`src/rtl/arx_cipher_round_step_unit_macros.svh`:
```
// assertion macros for the arx round step unit
// every macro samples on clk_i and is switched off while rst_ni is low
`ifndef ARX_CIPHER_ROUND_STEP_UNIT_MACROS_SVH
`define ARX_CIPHER_ROUND_STEP_UNIT_MACROS_SVH

`ifndef SYNTH

// property that must hold on every edge out of reset
`define ARX_ASSERT(lbl, prop, msg) \
  lbl: assert property (@(posedge clk_i) disable iff (!rst_ni) (prop)) else $error(msg);

// check that the left side implies the right side on the next edge
`define ARX_ASSERT_NEXT(lbl, pre, post, msg) \
  lbl: assert property (@(posedge clk_i) disable iff (!rst_ni) (pre) |=> (post)) \
    else $error(msg);

`else

`define ARX_ASSERT(lbl, prop, msg)
`define ARX_ASSERT_NEXT(lbl, pre, post, msg)

`endif

`endif

```
`src/rtl/arx_pkg.sv`:
```
`timescale 1ns / 1ps

package arx_pkg;

  localparam int unsigned ARX_ROWS = 9;
  localparam int unsigned ARX_COLS = 4;

  localparam logic [3:0] ARX_LAST_ROW = 4'(ARX_ROWS - 1);

  typedef enum logic {
    FUNC_ENC = 1'b0,
    FUNC_DEC = 1'b1
  } arx_func_e;

  typedef struct packed {
    logic [3:0]  round_index;
    logic [1:0]  step_index;
    logic [15:0] word_a;
    logic [15:0] word_b;
    logic [15:0] word_c;
    logic [15:0] word_d;
    logic [15:0] round_key;
    arx_func_e   func;
  } arx_req_t;

  typedef struct packed {
    logic [15:0] out_a;
    logic [15:0] out_b;
    logic [15:0] out_c;
    logic [15:0] out_d;
  } arx_res_t;

  // per round and step: additive constant
  localparam logic [15:0] ARX_CONST [ARX_ROWS][ARX_COLS] = '{
    '{16'hAC25, 16'h8A93, 16'h243D, 16'h262E},
    '{16'hF887, 16'hC4F2, 16'h8E36, 16'h9FA1},
    '{16'h7DC0, 16'h6A29, 16'h6D84, 16'h34BD},
    '{16'hA267, 16'hCC15, 16'h04FE, 16'hB94A},
    '{16'hDF24, 16'h40EF, 16'h96DA, 16'h905F},
    '{16'hD631, 16'hAA62, 16'h4D15, 16'h70CB},
    '{16'h7533, 16'h45FC, 16'h5337, 16'hD25E},
    '{16'hA926, 16'h1C7B, 16'h5F12, 16'h4ECC},
    '{16'h3C86, 16'h28DB, 16'hFC01, 16'h7CB1}
  };

  // right rotate amount, always 1..15
  localparam logic [3:0] ARX_ROT [ARX_ROWS][ARX_COLS] = '{
    '{4'd4,  4'd7,  4'd11, 4'd8},
    '{4'd7,  4'd14, 4'd5,  4'd4},
    '{4'd8,  4'd2,  4'd9,  4'd4},
    '{4'd13, 4'd1,  4'd14, 4'd6},
    '{4'd7,  4'd12, 4'd5,  4'd1},
    '{4'd2,  4'd4,  4'd12, 4'd3},
    '{4'd9,  4'd2,  4'd11, 4'd13},
    '{4'd12, 4'd3,  4'd6,  4'd11},
    '{4'd7,  4'd15, 4'd4,  4'd14}
  };

  // 1 selects and, 0 selects or
  localparam logic ARX_AND [ARX_ROWS][ARX_COLS] = '{
    '{1'b1, 1'b0, 1'b1, 1'b0},
    '{1'b0, 1'b0, 1'b0, 1'b0},
    '{1'b1, 1'b0, 1'b0, 1'b1},
    '{1'b0, 1'b1, 1'b0, 1'b0},
    '{1'b0, 1'b0, 1'b1, 1'b1},
    '{1'b1, 1'b1, 1'b1, 1'b0},
    '{1'b1, 1'b0, 1'b0, 1'b0},
    '{1'b1, 1'b0, 1'b1, 1'b1},
    '{1'b0, 1'b0, 1'b1, 1'b0}
  };

endpackage

```
`src/rtl/arx_step_core.sv`:
```
`timescale 1ns / 1ps

module arx_step_core (
  input  arx_pkg::arx_req_t req_i,
  output arx_pkg::arx_res_t res_o
);
  import arx_pkg::*;

  logic [3:0]  row;
  logic [1:0]  col;
  logic [15:0] step_key;
  logic [3:0]  rot;
  logic        use_and;
  logic [15:0] enc_sum;
  logic [31:0] enc_rot;
  logic [15:0] enc_c;
  logic [15:0] enc_a;
  logic [31:0] dec_rot;
  logic [15:0] dec_c;
  logic [15:0] dec_a;
  logic [15:0] dec_mix;

  // rounds past the table reuse the last row
  assign row = (req_i.round_index > ARX_LAST_ROW) ? ARX_LAST_ROW : req_i.round_index;
  assign col = req_i.step_index;

  assign step_key = req_i.round_key + ARX_CONST[row][col];
  assign rot      = ARX_ROT[row][col];
  assign use_and  = ARX_AND[row][col];

  // forward: c' = rotr(b + (c ^ k)), a' = a + (c' op d)
  assign enc_sum = req_i.word_b + (req_i.word_c ^ step_key);
  assign enc_rot = {enc_sum, enc_sum} >> rot;
  assign enc_c   = enc_rot[15:0];
  assign enc_a   = req_i.word_a + (use_and ? (enc_c & req_i.word_d)
                                           : (enc_c | req_i.word_d));

  // inverse: a' = a - (c op d), c' = (rotl(c) - b) ^ k
  assign dec_mix = use_and ? (req_i.word_c & req_i.word_d) : (req_i.word_c | req_i.word_d);
  assign dec_a   = req_i.word_a - dec_mix;
  assign dec_rot = {req_i.word_c, req_i.word_c} << rot;
  assign dec_c   = (dec_rot[31:16] - req_i.word_b) ^ step_key;

  always_comb begin
    res_o.out_b = req_i.word_b;
    res_o.out_d = req_i.word_d;
    case (req_i.func)
      FUNC_ENC: begin
        res_o.out_a = enc_a;
        res_o.out_c = enc_c;
      end
      FUNC_DEC: begin
        res_o.out_a = dec_a;
        res_o.out_c = dec_c;
      end
      default: begin
        res_o.out_a = enc_a;
        res_o.out_c = enc_c;
      end
    endcase
  end

endmodule

```
`src/rtl/arx_cipher_round_step_unit.sv`:
```
`timescale 1ns / 1ps

// arx round step unit: applies one sub-step of a four-word 16-bit
// add-rotate-xor cipher, forward (tuser = 0) or inverse (tuser = 1), to each
// input beat. round and step select a constant, a rotate amount and an and/or
// choice from a fixed 9 x 4 table; round indexes above 8 use the last row.
// words b and d pass through. one beat is taken every cycle while tready is high; an
// accepted beat passes the input register, then the result register behind one
// pass of add, xor and rotate logic, before it is presented on the master side.
// both registers hold their beat under back-pressure, so the slave side keeps
// taking beats as long as the input stage is empty or the result register can
// move. no state is kept between beats and reset only clears the valid flags.

`include "arx_cipher_round_step_unit_macros.svh"

module arx_cipher_round_step_unit (
  input  logic        clk_i,
  input  logic        rst_ni,

  input  logic        s_axis_tvalid_i,
  output logic        s_axis_tready_o,
  // round_index[3:0], step_index[5:4], word_a[21:6], word_b[37:22],
  // word_c[53:38], word_d[69:54], round_key[85:70], zero pad[87:86]
  input  logic [87:0] s_axis_tdata_i,
  // func[0]: 0 encrypt, 1 decrypt
  input  logic        s_axis_tuser_i,

  output logic        m_axis_tvalid_o,
  input  logic        m_axis_tready_i,
  // out_a[15:0], out_b[31:16], out_c[47:32], out_d[63:48]
  output logic [63:0] m_axis_tdata_o
);
  import arx_pkg::*;

  arx_req_t in_req_d, in_req_q;
  logic     in_valid_d, in_valid_q;
  arx_res_t out_res_d, out_res_q;
  logic     out_valid_d, out_valid_q;

  logic     s_beat;
  logic     out_free;
  logic     advance;

  // result register can take a new beat when empty or draining this cycle
  assign out_free = !out_valid_q || m_axis_tready_i;
  assign advance  = in_valid_q && out_free;

  assign s_axis_tready_o = !in_valid_q || out_free;
  assign s_beat          = s_axis_tvalid_i && s_axis_tready_o;

  // unpack the slave beat
  always_comb begin
    in_req_d             = in_req_q;
    if (s_beat) begin
      in_req_d.round_index = s_axis_tdata_i[3:0];
      in_req_d.step_index  = s_axis_tdata_i[5:4];
      in_req_d.word_a      = s_axis_tdata_i[21:6];
      in_req_d.word_b      = s_axis_tdata_i[37:22];
      in_req_d.word_c      = s_axis_tdata_i[53:38];
      in_req_d.word_d      = s_axis_tdata_i[69:54];
      in_req_d.round_key   = s_axis_tdata_i[85:70];
      in_req_d.func        = arx_func_e'(s_axis_tuser_i);
    end
  end

  // input stage holds while the result register is blocked
  assign in_valid_d  = s_beat || (in_valid_q && !out_free);
  assign out_valid_d = advance || (out_valid_q && !m_axis_tready_i);

  arx_res_t core_res;

  arx_step_core u_core (
    .req_i (in_req_q),
    .res_o (core_res)
  );

  assign out_res_d = advance ? core_res : out_res_q;

  always_ff @(posedge clk_i or negedge rst_ni) begin
    if (!rst_ni) begin
      in_valid_q  <= 1'b0;
      out_valid_q <= 1'b0;
    end else begin
      in_valid_q  <= in_valid_d;
      out_valid_q <= out_valid_d;
    end
  end

  // payload registers, no reset
  always_ff @(posedge clk_i) begin
    in_req_q  <= in_req_d;
    out_res_q <= out_res_d;
  end

  assign m_axis_tvalid_o = out_valid_q;
  assign m_axis_tdata_o  = {out_res_q.out_d, out_res_q.out_c,
                            out_res_q.out_b, out_res_q.out_a};

  // an accepted beat always lands in the input stage
  `ARX_ASSERT_NEXT(a_accept_loads, s_beat, in_valid_q, "accepted beat lost at input stage")
  // a beat moving forward shows up on the master side
  `ARX_ASSERT_NEXT(a_advance_out, advance, m_axis_tvalid_o, "advanced beat missing at output")
  // a blocked input stage keeps its beat
  `ARX_ASSERT_NEXT(a_in_hold, in_valid_q && !out_free, in_valid_q && $stable(in_req_q),
                   "blocked input stage dropped or changed its beat")
  // pass-through word follows the beat into the result register
  `ARX_ASSERT_NEXT(a_pass_b, advance, out_res_q.out_b == $past(in_req_q.word_b),
                   "word b altered on the way through")

endmodule
```
`config.mk`:
```
export PLATFORM = sky130hd
export DESIGN_NAME = arx_cipher_round_step_unit
export DESIGN_NICKNAME = d
export VERILOG_FILES = /design/src/rtl/arx_pkg.sv /design/src/rtl/arx_step_core.sv /design/src/rtl/arx_cipher_round_step_unit.sv
export VERILOG_INCLUDE_DIRS = /design/src /design/src/rtl
export SDC_FILE = /design/constraint.sdc
export NUM_CORES = 1
export LEC_CHECK = 0
export BUFFER_PORTS_ARGS = -buffer_cell sky130_fd_sc_hd__buf_4
export CAP_MARGIN = 20
export CORE_MARGIN = 5
export CORE_UTILIZATION = 35
export DETAILED_ROUTE_END_ITERATION = 10
export GPL_ROUTABILITY_DRIVEN = 1
export HOLD_SLACK_MARGIN = 0.02
export PLACE_DENSITY = 0.64
export REMOVE_ABC_BUFFERS = 1
export SYNTH_ARGS = -nofsm -noshare
export SYNTH_HDL_FRONTEND = slang
export SYNTH_SLANG_ARGS = --single-unit
export TNS_END_PERCENT = 100
```
`constraint.sdc`:
```
create_clock -name clk_i -period 13.19 [get_ports clk_i]
set_clock_uncertainty 0.15 [all_clocks]
set_input_delay 0 -clock clk_i [delete_from_list [all_inputs] [get_ports clk_i]]
set_output_delay 0 -clock clk_i [all_outputs]
set_load 0.01 [all_outputs]
```
==> metrics, run 1 <==
GRT Total Usage=0.202; Syn Area/Cell=9.22 um2; Syn. warnings=0; number of fill cells=3419; R2R Path Start=in_req_q[86]; WHS Endpoint=in_req_q[61]; Slew Viols, Final=0; H-tree depth reported by CTS=4; outcome=complete, no violations; largest area contributor in the netlist=edfxtp_1; pre-CTS setup slack=1.48 ns; sequential-to-total area share from yosys stat=0.364; core region area=0.0356 mm2; Power Density=159 mW/mm2; CP max stage delay=0.60 ns; slowest stage cell, crit path=ha_1; Critical Path Start Type=flop; WS Path Type=reg -> reg; path depth of the worst reg2reg path=51; CTS buffer count=17; Setup Viol. Count Final=0; final WL=41.1 mm; DR WL/cell=20.1 um; DR iter-0 viols=965; Tmin final=11.82 ns; EDFF count, synth=151; top_reg_cell synth=edfxtp_1; Die ar.=0.0399 mm2; routed vias=11.4k; # Post-CTS Setup Buffers=0; Unique masters post-synth=102; Critical Path AT=11.94 ns; Area growth, synth to finish=24.1%; worst r2r dst=m_axis_tdata_o[15]; Final Hold Vio Count=0; Setup WS post-layout=1.37 ns; crit share post-route=0.896; vias in the first global route=10.9k; Yosys top cell area share=0.360; DP HPWL=30.0 mm; Root Buffer=clkbuf_16; Cell Area, Synth=0.0126 mm2; Post-route DRC=0; HP Class=in -> reg; Crit Path Max Fanout=13; Max Cap Viol=0; pin count of the biggest net entering global routing=65; worst vdd ir=114 uV; # clock sinks=153; fmax=84.6 MHz; Row Count=69; Worst EP required=13.31 ns; TritonCTS clock tree=done; Rel. slew slack=0.364; global-route wire length before repair=62.8 mm; Synth area leaders=edfxtp_1 (36%), ha_1 (7.5%), nand2_1 (4.2%); most frequent cells in the layout=buf_4 (176), edfxtp_1 (151), nand2_1 (140); Worst-Skew Late Latency=0.45 ns; drt first pass iters=6; RSZ-0062 raised after global routing=no; beginning of the worst hold path=s_axis_tdata_i[34]; #FFs+latches synth=153; Mapped Cells=1367; Worst-Margin Slew=0.954 ns; Pleak=6.20 nW; final setup TNS=0 ns; drt via density=5.57; nets@finish=1746; IO buf count=156; CP Capture Type=flop; clk buf depth=2; Routed Antenna Nets=0; DIE WIDTH=200 um; most common cell after layout, fill and taps aside=buf_4; hold path cells=2; initial core utilization=0.354; grt total ovfl=0; FF-to-FF setup slack=1.37 ns; hold slack=0.112 ns; clock slew at reported path FFs=0.07 ns; post-synthesis async set-or-reset flop share=0.0131; Die H=200 um; I/O pin count=159; initial antenna violation count=1; global placement routability congestion=0.961; # diodes=0; share of cells above drive strength 1=0.161
synth_stat cells (9+ instances only):
library cell  count
a211oi_1         32
a21boi_0         13
a21o_1           15
a21oi_1          91
a31oi_1          26
and2_1            9
and3_1            9
buf_1             9
buf_2            24
clkbuf_1         38
edfxtp_1        151
ha_1             76
inv_1            60
maj3_1           14
mux2i_1          42
nand2_1         140
nand2b_1         20
nand3_1          15
nor2_1          125
nor2b_1          17
nor3_1           39
o211ai_1         22
o21a_1           12
o21ai_0          68
o21bai_1         11
o22ai_1          10
o31ai_1           9
or3_1            14
xnor2_1          47
xor2_1           28
cell families (layout without fill, tap and decap cells):
logic type,count (synthesis),count (layout),share of synthesized area
simple gates,436,436,0.167
compound gates,414,414,0.231
flops,153,153,0.364
buf+inv,142,361,0.0497
fa+ha+maj,95,95,0.0938
xor+xnor,77,77,0.0547
mux,50,50,0.0405
how the worst max path moves through the flow:
stage                     cells after the start            endpoint         start
after floorplan                              48  m_axis_tdata_o[15]  in_req_q[86]
after global placement                       51  m_axis_tdata_o[15]  in_req_q[86]
after detailed placement                     51  m_axis_tdata_o[15]  in_req_q[86]
after CTS                                    51  m_axis_tdata_o[15]  in_req_q[86]
after global routing                         52  m_axis_tdata_o[15]  in_req_q[86]
final                                        51  m_axis_tdata_o[15]  in_req_q[86]
routing by layer:
layer | global-route usage | vias to the layer above | share of wire
li1 | - | 5541 | -
met1 | 0.280 | 5452 | 0.45
met2 | 0.337 | 372 | 0.48
met3 | 0.0321 | 27 | 0.060
met4 | 0.0465 | 0 | 0.014
met5 | 0 | - | 0
worst max-delay path, delay by kind of cell (launching register included):
family | cells | cell delay [ns]
multiplexers | 1 | 0.37
AND/OR/NAND/NOR | 10 | 1.72
buffers and inverters | 3 | 0.47
XOR/XNOR | 3 | 0.77
flip-flops | 1 | 0.55
adder cells (fa/ha/maj) | 6 | 2.34
AO/OA/AOI/OAI | 28 | 5.25
where the power goes:
part | switching (mW) | total, mW | internal, mW | leakage (nW)
sequential | 0.0358 | 0.656 | 0.620 | 1.47
combinational | 0.807 | 1.34 | 0.529 | 4.44
clock | 0.228 | 0.496 | 0.268 | 0.291
total | 1.07 | 2.49 | 1.42 | 6.20
per-stage QoR:
step           power (mW)  cell area (um2)  utilization  std cells
2_1_floorplan        1.56            12200            -       1286
3_3_place_gp         1.95            14100        0.397       1923
3_5_place_dp         1.97            14100        0.397       1923
4_1_cts              2.50            15600        0.440       2047
5_1_grt              2.65            15600        0.440       2047
6_report             2.49            15600        0.440       2047
flip-flops by register name, summed over array words and instances (netlist names):
| name | count |
|---|---|
| m_axis_tdata_o | 64 |
| m_axis_tvalid_o | 1 |
| in_req_q | 87 |
| in_valid_q | 1 |
timing repair:
action                    4_1_cts  5_1_grt
hold endpoints to repair       91        0
resized for setup               0        0
hold buffers                   92        0
cell type report:
type,instances,area (um2),area share
multi-input combinational,1072,7420,0.475
sequential,153,4580,0.293
timing repair buffer,268,2240,0.143
tap,461,577,0.0369
clock buffer,17,425,0.0272
inverter,61,229,0.0146
clock inverter,15,155,0.00992
Power figures use the tool's default switching activity.
==> run 2: changes to the inputs <==
==> constraint.sdc (replaced) <==
create_clock -name clk_i -period 13 [get_ports clk_i]
set_clock_uncertainty 0.15 [all_clocks]
set_input_delay 0 -clock clk_i [delete_from_list [all_inputs] [get_ports clk_i]]
set_output_delay 0 -clock clk_i [all_outputs]
set_load 0.01 [all_outputs]
==> metrics, run 2 (synthesis gave the netlist of run 1 again) <==
initial core utilization=0.354; slowest stage cell, crit path=edfxtp_1; HP Class=in -> reg; clock slew at reported path FFs=0.07 ns; DP HPWL=29.9 mm; number of fill cells=3445; FF-to-FF setup slack=1.20 ns; DR WL/cell=20.0 um; met2 wire length=19.2 mm; initial antenna violation count=0; Row Count=69; Comb pwr share=0.537; CP Capture Type=flop; Cell Area, Placed=0.0142 mm2; final setup TNS=0 ns; RSZ-0062 raised after global routing=no; Crit Path Max Fanout=14; outcome=complete, no violations; Rel. slew slack=0.375; grt total ovfl=0; DR iter-0 viols=972; CP endpoint=m_axis_tdata_o[15]; pre-CTS setup slack=1.28 ns; crit share post-route=0.908; CP Buf/Inv Count=2; CTS resizes=0; P_sw=1.08 mW; Max Cap Viol=0; post-layout instance area=0.0157 mm2; Die ar.=0.0399 mm2; WL met3=2.67 mm; Top Layer Used=met4; path depth of the worst reg2reg path=46; Critical Path AT=11.91 ns; critical path depth=46; final WL=41.0 mm; Tmin final=11.80 ns; I/O pin count=159; Critical Path Start Type=flop; most frequent cells in the layout=buf_4 (179), edfxtp_1 (151), nand2_1 (140); TritonCTS clock tree=done; Die H=200 um; routed vias=11.5k; Critical path origin=in_req_q[86]; IO buf count=156; crit-path most repeated cell=o21ai_0; core region area=0.0356 mm2; hold slack=0.115 ns; Worst-Margin Slew=0.937 ns; # clock sinks=153; worst r2r dst=m_axis_tdata_o[15]; Area growth, synth to finish=24.3%; H-tree depth reported by CTS=4; Flop pwr share=0.261; Root Buffer=clkbuf_16; max FFs per register=87; clock share of power=0.201; sw frac=0.426; share of cells above drive strength 1=0.160; cts hold-fix bufs=92; DIE WIDTH=200 um; Pleak=6.20 nW; worst vdd ir=114 uV; Final Hold Vio Count=0; Worst-Skew Late Latency=0.45 ns; Post-route DRC=0; clk buf depth=2; Biggest register=in_req_q; Setup WS post-layout=1.20 ns; R2R Path Start=in_req_q[86]; Routed Antenna Nets=0; fmax=84.8 MHz; pin count of the biggest net entering global routing=65; Internal=1.46 mW; drt via density=5.61; vias in the first global route=11.1k; Top delay family on crit path=compound AO/OA/AOI/OAI gates; CP max stage delay=0.62 ns; Setup Viol. Count Final=0; GRT Total Usage=0.202; nets@finish=1749; drt first pass iters=6; most common cell after layout, fill and taps aside=buf_4; Power Density=162 mW/mm2; Total Power=2.54 mW; # Post-CTS Setup Buffers=0; Slew Viols, Final=0; WS Path Type=reg -> reg; Worst EP required=13.11 ns; global placement routability congestion=0.946; CTS buffer count=17; M1 WL=18.1 mm; global-route wire length before repair=62.6 mm; # diodes=0
run 2: metal layers:
metal,up-vias,GRT usage
li1,5534,-
met1,5470,0.275
met2,426,0.331
met3,63,0.0366
met4,0,0.0621
met5,-,0
run 2: worst min-delay path by stage:
| stage | from | end | depth (start not counted) | slack (ns) |
|---|---|---|---|---|
| 3_5_place_dp | rst_ni | m_axis_tvalid_o | 1 | -0.36 |
| 6_report | s_axis_tdata_i[53] | in_req_q[48] | 2 | 0.12 |
| 4_1_cts | s_axis_tdata_i[80] | in_req_q[11] | 2 | 0.09 |
| 5_1_grt | s_axis_tdata_i[18] | in_req_q[77] | 2 | 0.11 |
| 3_3_place_gp | rst_ni | in_valid_q | 1 | -0.37 |
| 2_1_floorplan | rst_ni | in_valid_q | 0 | -0.45 |
run 2: power groups by stage:
stage / Clock [mW] / Sequential, mW / Combinational (mW)
5_1_grt: 0.541 / 0.670 / 1.50
3_3_place_gp: 0 / 0.674 / 1.31
3_5_place_dp: 0 / 0.674 / 1.32
6_report: 0.511 / 0.663 / 1.36
2_1_floorplan: 0 / 0.690 / 0.891
4_1_cts: 0.522 / 0.665 / 1.35
run 2: final cells by class:
cell class / count / area (um2) / area share
Multi-Input combinational cell: 1072 / 7420 / 0.474
Sequential cell: 153 / 4580 / 0.293
Clock buffer: 18 / 429 / 0.0274
Clock inverter: 14 / 161 / 0.0103
Inverter: 61 / 229 / 0.0146
Timing Repair Buffer: 271 / 2260 / 0.145
Tap cell: 461 / 577 / 0.0368
run 2: worst reg2reg max path: cells and delay by family (launching register included):
kind | cells | cell delay [ns]
AO/OA/AOI/OAI | 23 | 5.14
adder cells (fa/ha/maj) | 7 | 2.56
AND/OR/NAND/NOR | 9 | 1.78
flip-flops | 1 | 0.62
XOR/XNOR | 3 | 0.57
multiplexers | 2 | 0.55
buffers and inverters | 2 | 0.24
run 2: through the flow:
stage          utilization  std cells
2_1_floorplan            -       1286
3_3_place_gp         0.398       1926
3_5_place_dp         0.398       1926
4_1_cts              0.440       2050
5_1_grt              0.440       2050
6_report             0.440       2050
==> run 3: changes to the inputs <==
--- a/config.mk
+++ b/config.mk
@@ -6,14 +6,14 @@
 export SDC_FILE = /design/constraint.sdc
 export NUM_CORES = 1
 export LEC_CHECK = 0
-export BUFFER_PORTS_ARGS = -buffer_cell sky130_fd_sc_hd__buf_4
 export CAP_MARGIN = 20
 export CORE_MARGIN = 5
 export CORE_UTILIZATION = 35
 export DETAILED_ROUTE_END_ITERATION = 10
+export DONT_BUFFER_PORTS = 1
 export GPL_ROUTABILITY_DRIVEN = 1
 export HOLD_SLACK_MARGIN = 0.02
-export PLACE_DENSITY = 0.64
+export PLACE_DENSITY = 0.6
 export REMOVE_ABC_BUFFERS = 1
 export SYNTH_ARGS = -nofsm -noshare
 export SYNTH_HDL_FRONTEND = slang
==> metrics, run 3 (synthesis gave the netlist of run 1 again) <==
outcome=complete, no violations; H-tree depth reported by CTS=4; Biggest register=in_req_q; Critical Path Start Type=flop; pin count of the biggest net entering global routing=65; clock slew at reported path FFs=0.07 ns; DP HPWL=29.8 mm; I/O pin count=159; Die H=200 um; drt via density=5.73; final setup TNS=0 ns; Setup Viol. Count Final=0; Area growth, synth to finish=19.0%; global placement routability congestion=0.950; crit share post-route=0.921; nets@finish=1645; Tmin final=11.97 ns; Flop pwr share=0.283; core region area=0.0356 mm2; crit-path most repeated cell=o21ai_0; final WL=41.6 mm; Worst EP required=13.12 ns; CP max stage delay=0.65 ns; clk buf depth=2; grt total ovfl=0; Row Count=69; vias in the first global route=10.8k; routed vias=11.1k; WS Path Type=reg -> reg; CP Capture Type=flop; RSZ-0062 raised after global routing=no; most frequent cells in the layout=edfxtp_1 (151), dlygate4sd3_1 (147), nand2_1 (140); IO buf count=0; fmax=83.5 MHz; Internal=1.37 mW; max FFs per register=87; GRT Total Usage=0.205; CTS resizes=0; DR WL/cell=21.4 um; P_sw=1.09 mW; CTS buffer count=17; initial antenna violation count=0; Worst-Margin Slew=0.959 ns; Worst-Skew Late Latency=0.45 ns; slowest stage cell, crit path=a311oi_2; Slew Viols, Final=0; worst vdd ir=100 uV; DIE WIDTH=200 um; Comb pwr share=0.519; DR iter-0 viols=1061; drt first pass iters=6; share of cells above drive strength 1=0.0667; clock share of power=0.199; Rel. slew slack=0.360; Final Hold Vio Count=0; # diodes=0; most common cell after layout, fill and taps aside=edfxtp_1; TritonCTS clock tree=done; HP Class=in -> reg; initial core utilization=0.354; # clock sinks=153; # Post-CTS Setup Buffers=0; Post-route DRC=0; Routed Antenna Nets=0; Crit Path Max Fanout=14; Max Cap Viol=0; pre-CTS setup slack=1.28 ns; sw frac=0.443; global-route wire length before repair=63.3 mm; Pleak=5.66 nW; Critical Path AT=12.09 ns; Die ar.=0.0399 mm2; Root Buffer=clkbuf_16; Setup WS post-layout=1.03 ns; Power Density=164 mW/mm2
==> run 3: worst paths after layout <==
path | from | to | slack [ns] | cells past startpoint
setup / recovery | in_req_q[86] | m_axis_tdata_o[15] | 1.03 | 48
hold / removal | s_axis_tdata_i[58] | in_req_q[21] | 0.04 | 1
setup reg to reg | in_req_q[86] | m_axis_tdata_o[15] | 1.03 | 48
hold reg to reg | in_req_q[17] | m_axis_tdata_o[48] | 0.31 | 0
max in group asynchronous | rst_ni | in_valid_q | 12.41 | 2
min in group asynchronous | rst_ni | m_axis_tvalid_o | 0.16 | 2
==> run 3: metal layers <==
metal / up-vias / global-route usage / share of wire
met5: - / 0 / 0
met4: 0 / 0.0621 / 0.021
met3: 42 / 0.0420 / 0.057
met2: 362 / 0.334 / 0.47
met1: 5409 / 0.278 / 0.45
li1: 5333 / - / -
==> run 3: timing repair <==
action | 4_1_cts | 5_1_grt
endpoints found under the hold margin | 133 | 9
hold buffers | 138 | 9
endpoints found under the setup margin | 0 | 0
==> run 3: layout make-up <==
| cell class | instances | area (um2) |
|---|---|---|
| fillers | 3447 | 20600 |
| multi-input cells | 1072 | 7430 |
| flip-flops and latches | 153 | 4580 |
| repair buffers | 167 | 1620 |
| well taps | 461 | 577 |
| clock buffers | 17 | 425 |
| inverters | 61 | 229 |
| clock inverters | 15 | 133 |
==> run 3: through the flow <==
| stage | power (mW) | hold slack [ns] | util | std cells | instance area [um2] |
|---|---|---|---|---|---|
| floorplan | 1.58 | -0.446 | - | 1286 | 12200 |
| global placement | 1.91 | -0.446 | 0.365 | 1767 | 13000 |
| detailed placement | 1.93 | -0.446 | 0.365 | 1767 | 13000 |
| CTS | 2.46 | 0.0201 | 0.419 | 1937 | 14900 |
| global route | 2.63 | 0.0207 | 0.422 | 1946 | 15000 |
| finish | 2.46 | 0.0387 | 0.422 | 1946 | 15000 |
==> run 3: worst max-delay path: cells and delay by family (launching register included) <==
kind | cells | cell delay (ns)
buf+inv | 2 | 0.22
simple gates | 9 | 1.57
compound gates | 26 | 5.45
mux | 1 | 0.32
fa+ha+maj | 7 | 2.61
xor+xnor | 3 | 0.85
flops | 1 | 0.62
==> run 3: power by group through the flow <==
stage | Combinational (mW) | Clock [mW] | Sequential, mW
final | 1.28 | 0.489 | 0.696
after global routing | 1.40 | 0.528 | 0.703
after CTS | 1.26 | 0.503 | 0.698
after detailed placement | 1.22 | 0 | 0.708
after global placement | 1.21 | 0 | 0.708
after floorplan | 0.891 | 0 | 0.690
